## config.mk

```make
export PLATFORM = sky130hd
export DESIGN_NAME = signed_int_to_radix_text_top
export DESIGN_NICKNAME = d
export VERILOG_FILES = /design/src/rtl/core/sirt_pkg.sv /design/src/rtl/core/signed_int_to_radix_text_top.sv /design/src/rtl/core/sirt_cfg.sv /design/src/rtl/core/sirt_front.sv /design/src/rtl/core/sirt_fifo.sv /design/src/rtl/core/sirt_back.sv
export SDC_FILE = /design/constraint.sdc
export NUM_CORES = 1
export LEC_CHECK = 0
export BUFFER_PORTS_ARGS = -buffer_cell sky130_fd_sc_hd__buf_2
export CAP_MARGIN = 0
export CORE_MARGIN = 4
export CORE_UTILIZATION = 50
export CTS_CLUSTER_DIAMETER = 50
export DETAILED_ROUTE_END_ITERATION = 16
export GPL_ROUTABILITY_DRIVEN = 0
export MAX_ROUTING_LAYER = met4
export PLACE_DENSITY = 0.67
export SLEW_MARGIN = 20
export SYNTH_ARGS = -nofsm -noshare
export SYNTH_HDL_FRONTEND = slang
export SYNTH_SLANG_ARGS = --single-unit
```

## constraint.sdc

```tcl
create_clock -name clk_i -period 18.7 [get_ports clk_i]
set_input_delay 1.87 -clock clk_i [delete_from_list [all_inputs] [get_ports clk_i]]
set_output_delay 1.87 -clock clk_i [all_outputs]
set_load 0.005 [all_outputs]
```

## src/rtl/core/sirt_pkg.sv

```systemverilog
// ----------------------------------------------------------------------------
// sirt_pkg
// Shared types and constants of the signed integer to radix text converter.
// ----------------------------------------------------------------------------
package sirt_pkg;

  localparam int unsigned DEF_MAX_SYMBOLS = 16;
  localparam int unsigned DEF_VALUE_BITS  = 32;

  localparam int unsigned ALPHA_LEN   = 16;
  localparam int unsigned SYM_W       = 8;
  localparam int unsigned SYM_IDX_W   = 4;
  localparam int unsigned CFG_W       = 64;
  localparam int unsigned COUNT_W     = 5;
  localparam int unsigned CFG_IDX_W   = 2;
  localparam int unsigned QUEUE_DEPTH = 2;

  localparam logic [SYM_W-1:0] CHAR_PLUS  = 8'h2B;
  localparam logic [SYM_W-1:0] CHAR_MINUS = 8'h2D;

  typedef enum logic [CFG_IDX_W-1:0] {
    REG_ALPHA_LO  = 2'd0,
    REG_ALPHA_HI  = 2'd1,
    REG_SYM_COUNT = 2'd2
  } cfg_reg_e;

  typedef enum logic [1:0] {
    B_IDLE,
    B_DIV,
    B_EMIT
  } back_state_e;

  typedef struct packed {
    logic [ALPHA_LEN-1:0][SYM_W-1:0] sym;
    logic [COUNT_W-1:0]              radix;
  } cfg_t;

endpackage

```

## src/rtl/core/signed_int_to_radix_text_top.sv

```systemverilog
// ----------------------------------------------------------------------------
// signed_int_to_radix_text_top
// Converts signed integers to text in a configured radix, one character per
// result item.
// ----------------------------------------------------------------------------
// Items enter a two-entry queue and are converted one at a time. The divider
// takes one byte of the magnitude per cycle; each digit takes one pass over
// the significant bytes of the remaining quotient, the first over all
// ceil(VALUE_BITS/8) bytes. The characters then leave one per cycle, while
// the output is popped, from the digit stack through the output register.
// An item arriving while the alphabet is unusable is dropped at the input
// and yields no characters.
// ----------------------------------------------------------------------------
module signed_int_to_radix_text_top #(
  parameter int unsigned MAX_SYMBOLS = sirt_pkg::DEF_MAX_SYMBOLS,
  parameter int unsigned VALUE_BITS  = sirt_pkg::DEF_VALUE_BITS
) (
  input  logic                           clk_i,
  input  logic                           rst_ni,
  input  logic                           push,
  output logic                           full,
  input  logic signed [VALUE_BITS-1:0]   value_i,
  output logic                           empty,
  input  logic                           pop,
  output logic [sirt_pkg::SYM_W-1:0]     symbol_o,
  output logic                           last_o,
  input  logic                           cfg_valid_i,
  output logic                           cfg_ready_o,
  input  logic [sirt_pkg::CFG_IDX_W-1:0] cfg_index_i,
  input  logic [sirt_pkg::CFG_W-1:0]     cfg_data_i
);
  import sirt_pkg::*;

  localparam int unsigned RAD_W   = $clog2(MAX_SYMBOLS + 1);
  localparam int unsigned ENTRY_W = 1 + RAD_W + VALUE_BITS;

  cfg_t               cfg;
  logic               q_full;
  logic               q_push;
  logic [ENTRY_W-1:0] q_wdata;
  logic               q_pop;
  logic [ENTRY_W-1:0] q_rdata;
  logic               q_empty;

  sirt_cfg #(
    .MAX_SYMBOLS(MAX_SYMBOLS)
  ) u_cfg (
    .clk_i      (clk_i),
    .rst_ni     (rst_ni),
    .cfg_valid_i(cfg_valid_i),
    .cfg_ready_o(cfg_ready_o),
    .cfg_index_i(cfg_index_i),
    .cfg_data_i (cfg_data_i),
    .cfg_o      (cfg)
  );

  sirt_front #(
    .MAX_SYMBOLS(MAX_SYMBOLS),
    .VALUE_BITS (VALUE_BITS)
  ) u_front (
    .push_i  (push),
    .full_o  (full),
    .value_i (value_i),
    .cfg_i   (cfg),
    .q_full_i(q_full),
    .q_push_o(q_push),
    .q_data_o(q_wdata)
  );

  sirt_fifo #(
    .WIDTH(ENTRY_W)
  ) u_fifo (
    .clk_i  (clk_i),
    .rst_ni (rst_ni),
    .push_i (q_push),
    .data_i (q_wdata),
    .full_o (q_full),
    .pop_i  (q_pop),
    .data_o (q_rdata),
    .empty_o(q_empty)
  );

  sirt_back #(
    .MAX_SYMBOLS(MAX_SYMBOLS),
    .VALUE_BITS (VALUE_BITS)
  ) u_back (
    .clk_i    (clk_i),
    .rst_ni   (rst_ni),
    .q_empty_i(q_empty),
    .q_data_i (q_rdata),
    .q_pop_o  (q_pop),
    .cfg_i    (cfg),
    .empty_o  (empty),
    .pop_i    (pop),
    .symbol_o (symbol_o),
    .last_o   (last_o)
  );

endmodule

```

## src/rtl/core/sirt_cfg.sv

```systemverilog
// ----------------------------------------------------------------------------
// sirt_cfg
// Configuration registers and alphabet check; yields the radix, zero if the
// alphabet is unusable.
// ----------------------------------------------------------------------------
module sirt_cfg #(
  parameter int unsigned MAX_SYMBOLS = sirt_pkg::DEF_MAX_SYMBOLS
) (
  input  logic                           clk_i,
  input  logic                           rst_ni,
  input  logic                           cfg_valid_i,
  output logic                           cfg_ready_o,
  input  logic [sirt_pkg::CFG_IDX_W-1:0] cfg_index_i,
  input  logic [sirt_pkg::CFG_W-1:0]     cfg_data_i,
  output sirt_pkg::cfg_t                 cfg_o
);
  import sirt_pkg::*;

  localparam logic [COUNT_W-1:0] MAX_CNT = COUNT_W'(MAX_SYMBOLS);

  logic [CFG_W-1:0]                alpha_lo_q;
  logic [CFG_W-1:0]                alpha_hi_q;
  logic [COUNT_W-1:0]              count_q;
  logic [ALPHA_LEN-1:0][SYM_W-1:0] sym;
  logic [COUNT_W-1:0]              limit;
  logic [COUNT_W-1:0]              n_used;
  logic                            alpha_ok;

  assign cfg_ready_o = 1'b1;

  always_ff @(posedge clk_i or negedge rst_ni) begin
    if (!rst_ni) begin
      alpha_lo_q <= '0;
      alpha_hi_q <= '0;
      count_q    <= '0;
    end else if (cfg_valid_i) begin
      case (cfg_reg_e'(cfg_index_i))
        REG_ALPHA_LO:  alpha_lo_q <= cfg_data_i;
        REG_ALPHA_HI:  alpha_hi_q <= cfg_data_i;
        REG_SYM_COUNT: count_q    <= cfg_data_i[COUNT_W-1:0];
        default: ;
      endcase
    end
  end

  assign sym   = {alpha_hi_q, alpha_lo_q};
  assign limit = (count_q > MAX_CNT) ? MAX_CNT : count_q;

  always_comb begin
    n_used = limit;
    for (int i = ALPHA_LEN - 1; i >= 0; i--) begin
      if ((COUNT_W'(i) < limit) && (sym[i] == '0)) begin
        n_used = COUNT_W'(i);
      end
    end
  end

  always_comb begin
    alpha_ok = (n_used >= COUNT_W'(2));
    for (int i = 0; i < ALPHA_LEN; i++) begin
      if (COUNT_W'(i) < n_used) begin
        if ((sym[i] == CHAR_PLUS) || (sym[i] == CHAR_MINUS)) begin
          alpha_ok = 1'b0;
        end
        for (int j = 0; j < i; j++) begin
          if (sym[i] == sym[j]) begin
            alpha_ok = 1'b0;
          end
        end
      end
    end
  end

  assign cfg_o.sym   = sym;
  assign cfg_o.radix = alpha_ok ? n_used : '0;

endmodule

```

## src/rtl/core/sirt_front.sv

```systemverilog
// ----------------------------------------------------------------------------
// sirt_front
// Input side: splits each value into sign and magnitude, tags it with the
// radix and drops it when the alphabet is unusable.
// ----------------------------------------------------------------------------
module sirt_front #(
  parameter  int unsigned MAX_SYMBOLS = sirt_pkg::DEF_MAX_SYMBOLS,
  parameter  int unsigned VALUE_BITS  = sirt_pkg::DEF_VALUE_BITS,
  localparam int unsigned RAD_W       = $clog2(MAX_SYMBOLS + 1),
  localparam int unsigned ENTRY_W     = 1 + RAD_W + VALUE_BITS
) (
  input  logic                         push_i,
  output logic                         full_o,
  input  logic signed [VALUE_BITS-1:0] value_i,
  input  sirt_pkg::cfg_t               cfg_i,
  input  logic                         q_full_i,
  output logic                         q_push_o,
  output logic [ENTRY_W-1:0]           q_data_o
);
  import sirt_pkg::*;

  logic [VALUE_BITS-1:0] raw;
  logic [VALUE_BITS-1:0] mag;
  logic                  neg;
  logic                  radix_ok;

  assign raw      = value_i;
  assign neg      = raw[VALUE_BITS-1];
  assign mag      = neg ? VALUE_BITS'(~raw + 1'b1) : raw;
  assign radix_ok = (cfg_i.radix != '0);

  assign full_o   = q_full_i;
  assign q_push_o = push_i && !q_full_i && radix_ok;
  assign q_data_o = {neg, RAD_W'(cfg_i.radix), mag};

endmodule

```

## src/rtl/core/sirt_fifo.sv

```systemverilog
// ----------------------------------------------------------------------------
// sirt_fifo
// Short queue between the input side and the conversion engine.
// ----------------------------------------------------------------------------
module sirt_fifo #(
  parameter int unsigned WIDTH = 8
) (
  input  logic             clk_i,
  input  logic             rst_ni,
  input  logic             push_i,
  input  logic [WIDTH-1:0] data_i,
  output logic             full_o,
  input  logic             pop_i,
  output logic [WIDTH-1:0] data_o,
  output logic             empty_o
);
  import sirt_pkg::*;

  localparam int unsigned PTR_W = $clog2(QUEUE_DEPTH);
  localparam int unsigned CNT_W = $clog2(QUEUE_DEPTH + 1);

  logic [WIDTH-1:0] mem_q [QUEUE_DEPTH];
  logic [PTR_W-1:0] wr_q, wr_d;
  logic [PTR_W-1:0] rd_q, rd_d;
  logic [CNT_W-1:0] cnt_q, cnt_d;
  logic             do_push;
  logic             do_pop;

  assign full_o  = (cnt_q == CNT_W'(QUEUE_DEPTH));
  assign empty_o = (cnt_q == '0);
  assign do_push = push_i && !full_o;
  assign do_pop  = pop_i && !empty_o;
  assign data_o  = mem_q[rd_q];

  always_comb begin
    wr_d  = wr_q;
    rd_d  = rd_q;
    cnt_d = cnt_q;
    if (do_push) begin
      wr_d = (wr_q == PTR_W'(QUEUE_DEPTH - 1)) ? '0 : wr_q + 1'b1;
    end
    if (do_pop) begin
      rd_d = (rd_q == PTR_W'(QUEUE_DEPTH - 1)) ? '0 : rd_q + 1'b1;
    end
    if (do_push && !do_pop) begin
      cnt_d = cnt_q + 1'b1;
    end else if (do_pop && !do_push) begin
      cnt_d = cnt_q - 1'b1;
    end
  end

  always_ff @(posedge clk_i or negedge rst_ni) begin
    if (!rst_ni) begin
      wr_q  <= '0;
      rd_q  <= '0;
      cnt_q <= '0;
    end else begin
      wr_q  <= wr_d;
      rd_q  <= rd_d;
      cnt_q <= cnt_d;
    end
  end

  always_ff @(posedge clk_i) begin
    if (do_push) begin
      mem_q[wr_q] <= data_i;
    end
  end

endmodule

```

## src/rtl/core/sirt_back.sv

```systemverilog
// ----------------------------------------------------------------------------
// sirt_back
// Conversion engine: divides the magnitude by the radix one byte per cycle,
// stacks the digits and emits the text most significant digit first.
// ----------------------------------------------------------------------------
module sirt_back #(
  parameter  int unsigned MAX_SYMBOLS = sirt_pkg::DEF_MAX_SYMBOLS,
  parameter  int unsigned VALUE_BITS  = sirt_pkg::DEF_VALUE_BITS,
  localparam int unsigned RAD_W       = $clog2(MAX_SYMBOLS + 1),
  localparam int unsigned ENTRY_W     = 1 + RAD_W + VALUE_BITS
) (
  input  logic                       clk_i,
  input  logic                       rst_ni,
  input  logic                       q_empty_i,
  input  logic [ENTRY_W-1:0]         q_data_i,
  output logic                       q_pop_o,
  input  sirt_pkg::cfg_t             cfg_i,
  output logic                       empty_o,
  input  logic                       pop_i,
  output logic [sirt_pkg::SYM_W-1:0] symbol_o,
  output logic                       last_o
);
  import sirt_pkg::*;

  localparam int unsigned DIG_W = $clog2(MAX_SYMBOLS);
  localparam int unsigned PW    = DIG_W + 1;
  localparam int unsigned NB    = (VALUE_BITS + 7) / 8;
  localparam int unsigned BIW   = (NB > 1) ? $clog2(NB) : 1;
  localparam int unsigned AW    = $clog2(VALUE_BITS);
  localparam int unsigned CW    = $clog2(VALUE_BITS + 1);

  back_state_e          state_q, state_d;
  logic [NB-1:0][7:0]   mag_q;
  logic [BIW-1:0]       bi_q;
  logic [BIW-1:0]       hi_q;
  logic                 seen_q;
  logic [DIG_W-1:0]     rem_q;
  logic [RAD_W-1:0]     radix_q;
  logic                 neg_q;
  logic [CW-1:0]        wp_q, wp_d;
  logic                 sign_q, sign_d;
  logic                 pend_q, pend_d;
  logic                 pend_last_q;
  logic [DIG_W-1:0]     rd_q;
  logic                 out_valid_q, out_valid_d;
  logic [SYM_W-1:0]     out_sym_q;
  logic                 out_last_q;
  logic [DIG_W-1:0]     mem [VALUE_BITS];

  logic [VALUE_BITS-1:0] in_mag;
  logic [RAD_W-1:0]      in_radix;
  logic                  in_neg;
  logic [7:0]            byte_in;
  logic [7:0]            qb;
  logic [DIG_W-1:0]      div_rem;
  logic                  seen_now;
  logic [BIW-1:0]        hi_now;
  logic                  last_byte;
  logic                  load;
  logic                  pop_ok;
  logic                  out_free;
  logic                  consume;
  logic                  load_sign;
  logic                  issue;
  logic [CW-1:0]         wp_m1;
  logic [AW-1:0]         rd_addr;

  assign {in_neg, in_radix, in_mag} = q_data_i;

  assign byte_in   = mag_q[bi_q];
  assign last_byte = (bi_q == '0);

  always_comb begin
    logic [PW-1:0]    part;
    logic [DIG_W-1:0] r;
    r  = rem_q;
    qb = '0;
    for (int k = 7; k >= 0; k--) begin
      part = {r, byte_in[k]};
      if (part >= PW'(radix_q)) begin
        qb[k] = 1'b1;
        r     = DIG_W'(part - PW'(radix_q));
      end else begin
        r = part[DIG_W-1:0];
      end
    end
    div_rem = r;
  end

  assign seen_now = seen_q || (qb != '0);
  assign hi_now   = (!seen_q && (qb != '0)) ? bi_q : hi_q;

  assign pop_ok    = pop_i && out_valid_q;
  assign out_free  = !out_valid_q || pop_ok;
  assign load_sign = out_free && sign_q;
  assign consume   = out_free && pend_q && !sign_q;
  assign wp_m1     = wp_q - CW'(1);
  assign rd_addr   = wp_m1[AW-1:0];

  always_comb begin
    state_d     = state_q;
    q_pop_o     = 1'b0;
    load        = 1'b0;
    issue       = 1'b0;
    wp_d        = wp_q;
    sign_d      = sign_q && !load_sign;
    case (state_q)
      B_IDLE: begin
        if (!q_empty_i) begin
          q_pop_o = 1'b1;
          load    = 1'b1;
          wp_d    = '0;
          state_d = B_DIV;
        end
      end
      B_DIV: begin
        if (last_byte) begin
          wp_d = wp_q + CW'(1);
          if (!seen_now) begin
            sign_d  = neg_q;
            state_d = B_EMIT;
          end
        end
      end
      B_EMIT: begin
        if ((wp_q != '0) && (!pend_q || consume)) begin
          issue = 1'b1;
          wp_d  = wp_m1;
        end
        if ((wp_q == '0) && !pend_q && !sign_q) begin
          state_d = B_IDLE;
        end
      end
      default: state_d = B_IDLE;
    endcase
  end

  assign pend_d      = issue || (pend_q && !consume);
  assign out_valid_d = load_sign || consume || (out_valid_q && !pop_ok);

  always_ff @(posedge clk_i or negedge rst_ni) begin
    if (!rst_ni) begin
      state_q     <= B_IDLE;
      wp_q        <= '0;
      sign_q      <= 1'b0;
      pend_q      <= 1'b0;
      out_valid_q <= 1'b0;
    end else begin
      state_q     <= state_d;
      wp_q        <= wp_d;
      sign_q      <= sign_d;
      pend_q      <= pend_d;
      out_valid_q <= out_valid_d;
    end
  end

  always_ff @(posedge clk_i) begin
    if (load) begin
      mag_q   <= (NB * 8)'(in_mag);
      bi_q    <= BIW'(NB - 1);
      hi_q    <= '0;
      seen_q  <= 1'b0;
      rem_q   <= '0;
      radix_q <= in_radix;
      neg_q   <= in_neg;
    end else if (state_q == B_DIV) begin
      mag_q[bi_q] <= qb;
      if (last_byte) begin
        bi_q   <= hi_now;
        hi_q   <= '0;
        seen_q <= 1'b0;
        rem_q  <= '0;
      end else begin
        bi_q   <= bi_q - 1'b1;
        hi_q   <= hi_now;
        seen_q <= seen_now;
        rem_q  <= div_rem;
      end
    end
  end

  always_ff @(posedge clk_i) begin
    if ((state_q == B_DIV) && last_byte) begin
      mem[wp_q[AW-1:0]] <= div_rem;
    end
  end

  always_ff @(posedge clk_i) begin
    if (issue) begin
      rd_q        <= mem[rd_addr];
      pend_last_q <= (rd_addr == '0);
    end
  end

  always_ff @(posedge clk_i) begin
    if (load_sign) begin
      out_sym_q  <= CHAR_MINUS;
      out_last_q <= 1'b0;
    end else if (consume) begin
      out_sym_q  <= cfg_i.sym[SYM_IDX_W'(rd_q)];
      out_last_q <= pend_last_q;
    end
  end

  assign empty_o  = !out_valid_q;
  assign symbol_o = out_sym_q;
  assign last_o   = out_last_q;

  a_rem_below_radix: assert property (@(posedge clk_i) disable iff (!rst_ni)
    (state_q == B_DIV) |-> (PW'(rem_q) < PW'(radix_q)))
    else $error("remainder not below radix");

  a_last_digit_final: assert property (@(posedge clk_i) disable iff (!rst_ni)
    (pend_q && pend_last_q) |-> (wp_q == '0))
    else $error("digits left after final digit");

  a_sign_in_emit: assert property (@(posedge clk_i) disable iff (!rst_ni)
    sign_q |-> (state_q == B_EMIT))
    else $error("sign pending outside emit");

  a_digit_count: assert property (@(posedge clk_i) disable iff (!rst_ni)
    wp_q <= CW'(VALUE_BITS))
    else $error("digit stack overflow");

  a_emit_empty_stack: assert property (@(posedge clk_i) disable iff (!rst_ni)
    ((state_q == B_EMIT) && (state_d == B_IDLE)) |-> !pend_q && !sign_q)
    else $error("leaving emit with characters pending");

endmodule

```

==> impl_metrics.tcl <==
set metrics [dict create \
    grt_pass1_vias 26170 \
    wirelength_mm 108.5 \
    busiest_layer "met2" \
    use_met1 0.3763 \
    route.detailed.drc 0 \
    synth_edf_count 247 \
    synth_top_family_by_area "XOR/XNOR gates" \
    place_ws_ps 1512 \
    nets 3231 \
    reg2reg_slack_ps 1360 \
    synth_top_area_frac 0.2282 \
    rr_startpoint "u_back.bi_q[1]$_SDFFE_PP1P_" \
    syn_area_per_cell_um2 10.52 \
    crit_family "compound AO/OA/AOI/OAI gates" \
    worstSetupEndpointType "flip-flop" \
    die_x_um 263.0 \
    synth_ff_type "edfxtp_1" \
    timing.rr.end "u_back.hi_q[0]$_SDFFE_PP0P_" \
    hold_class "reg2reg" \
    postCtsSetupRepairBufs 0 \
    yosys.area_share.simple 0.1091 \
    cts_root_buf "clkbuf_16" \
    slew_viol_final 0 \
    critPathLaunchType "flip-flop" \
    grt-ovfl-total 0 \
    rsz0062_at_grt "false" \
    cap_violations 0 \
    area_growth_syn_to_layout_pct 9.154 \
    ys_ff_latch 413 \
    place_area_um2 33650 \
    register_area_um2 11480 \
    tightestPinTransition_ps 1242 \
    dieArea_um2 69150 \
    worstHoldEndpoint "u_back.rem_q[3]$_SDFFE_PP0P_" \
    arrival_ps 17850 \
    fillers 5429 \
    postRouteAntennaNets 0 \
    setup-tns-final_ps 0 \
    ys_warn_count 0 \
    async_flop_share 0.3584 \
    fin_area_um2 35480 \
    grt_pass1_wl_mm 163.6 \
    yosysSeqAreaShare 0.3532 \
    hp-start "u_back.rem_q[3]$_SDFFE_PP0P_" \
    dr.first_iter.drc_count 3310 \
    hold_viol_final 0 \
    cts_tree "yes" \
    cts.htree.levels 2 \
    synth_fp_nets 3252 \
    cpPeakStageDelay_ps 880 \
    yosys.area_share.adder 0.02417 \
    core_area_um2 64350 \
    worstRegToRegCells 61 \
    clk_latency_ps 610 \
    antenna_found_initial 9 \
    muxShareOfSynthArea 0.1265 \
    cts_max_path_buffers 3 \
    wl_per_cell_um 27.26 \
    multi_input_area_um2 19310 \
    synthCells 3091 \
    most-common-layout-cells "xnor2_1, xor2_1, edfxtp_1, mux2_2, dfrtp_1" \
    drive_gt1_frac 0.1963 \
    yosysUniqueCellTypes 89 \
    relSlewSlack 0.1720 \
    cts.hold.buffers_added 0 \
    grt_util_met2 0.4805 \
    ctsResizeCount 0 \
    status "finished, final reports clean" \
    design.portCount 115 \
    via_per_inst 6.466 \
    rows 93 \
    path_class "reg2reg" \
    fmaxAchievable_ghz 0.05767 \
    die_h_um 263.0 \
    met3_usage 0.08417 \
    slowest_stage "o41ai_1" \
    portBuffers 113 \
    cp_max_fo 14 \
    hpwl_mm 69.81 \
    worstPathRequired_ps 19210 \
    hold_depth 2 \
    mostFrequentLayoutCell "xnor2_1" \
    clk_pin_slew_worst_paths_ps 60 \
    setup_slack_ps 1360 \
    clock_skew_ps 20.06 \
    grt_max_degree 80 \
    synth_area_leaders "edfxtp_1, xnor2_1, xor2_1, dfrtp_1, mux4_2" \
    path_common_cell "o21ai_0" \
    grt_usage 0.3129 \
    fin_crit_sh 0.9273 \
    synth_compound_gate_area_share 0.05601 \
    layout_min_cycle_time_ps 17340 \
    synth_xor_area_frac 0.2772 \
    cts_sinks 413 \
    syn_area_um2 32500 \
    finalSetupViolCount 0 \
    vias 25720 \
    numCtsBuffers 53 \
    start_util 0.5051 \
    path_buf_inv 3 \
    yosysTopAreaCell "edfxtp_1" \
    firstDrtPassIters 6 \
]
==> layer usage <==
metal,routed length (um),up-vias
li1,-,10860
met2,49150,1678
met5,0,-
met3,12340,578
met1,39130,12610
met4,7843,0
==> worst max path at each step <==
stage / startpoint / endpoint / slack [ps] / depth (start not counted)
2_1_floorplan: u_back.bi_q[0]$_SDFFE_PP1P_ / u_back.mem[0][0]$_DFFE_PP_ / 4490 / 61
3_3_place_gp: u_back.radix_q[1]$_DFFE_PP_ / u_back.hi_q[1]$_SDFFE_PP0P_ / 2340 / 60
3_5_place_dp: u_back.bi_q[1]$_SDFFE_PP1P_ / u_back.hi_q[0]$_SDFFE_PP0P_ / 1510 / 61
4_1_cts: u_back.bi_q[1]$_SDFFE_PP1P_ / u_back.hi_q[0]$_SDFFE_PP0P_ / 1400 / 61
5_1_grt: u_back.bi_q[1]$_SDFFE_PP1P_ / u_back.hi_q[0]$_SDFFE_PP0P_ / 170 / 61
6_report: u_back.bi_q[1]$_SDFFE_PP1P_ / u_back.hi_q[0]$_SDFFE_PP0P_ / 1360 / 61
==> registers in the layout (all words and copies together) (netlist names), 2 cells and up <==
signal,count
u_back.rd_q,4
u_fifo.mem_q,76
u_back.rem_q,4
u_back.radix_q,5
u_back.mem,128
u_cfg.alpha_hi_q,64
u_back.state_q,2
u_fifo.cnt_q,2
u_cfg.count_q,5
u_back.hi_q,2
u_back.wp_q,6
u_back.bi_q,2
u_back.symbol_o,8
u_cfg.alpha_lo_q,64
u_back.mag_q,32
==> tightest hold or removal path, stage by stage, from the launching register on <==
cell and delay [ps]:
dfxtp_1 310, nand2_1 70, a21oi_1 60
==> kinds of logic after synthesis <==
family	count (synthesis)
xor+xnor	1028
buf+inv	381
compound gates	274
fa+ha+maj	58
other cells	1
flops	413
simple gates	649
mux	287
==> Yosys cell counts, types with 13 or more instances <==
cell type and n:
xnor2_1 524, xor2_1 503, edfxtp_1 247, buf_2 195, mux2_2 160, dfrtp_1 148, nor4_1 139, nand4_1 135
nor2_1 116, nand2_1 110, mux4_2 83, o21ai_0 73, clkbuf_1 66, a21oi_1 54, inv_1 54, buf_1 52
ha_1 50, mux2i_1 44, o22ai_1 34, nand3_1 25, nor3_1 21, a21o_1 18, dfxtp_1 18, or3_1 18
or4_1 17, nand2b_1 16, nor2b_1 13
==> per-stage QoR <==
step	hold WS (ps)	instances	utilization
6_report	492.6	3978	0.5514
5_1_grt	506.4	3977	0.5513
4_1_cts	475.8	3966	0.5501
3_5_place_dp	470.6	3868	0.5230
3_3_place_gp	454.1	3867	0.5228
2_1_floorplan	440.4	3091	-
==> final cells by class <==
class | instances | share of cell area
well taps | 855 | 0.03015
multi-input cells | 2297 | 0.5443
diodes | 10 | 0.0007053
clock inverters | 39 | 0.01090
clock buffers | 59 | 0.03830
flip-flops and latches | 413 | 0.3237
inverters | 56 | 0.005925
repair buffers | 249 | 0.04602
Power is not shown: default switching activity piles up to over one toggle a cycle in this logic, so the estimate is an artifact.
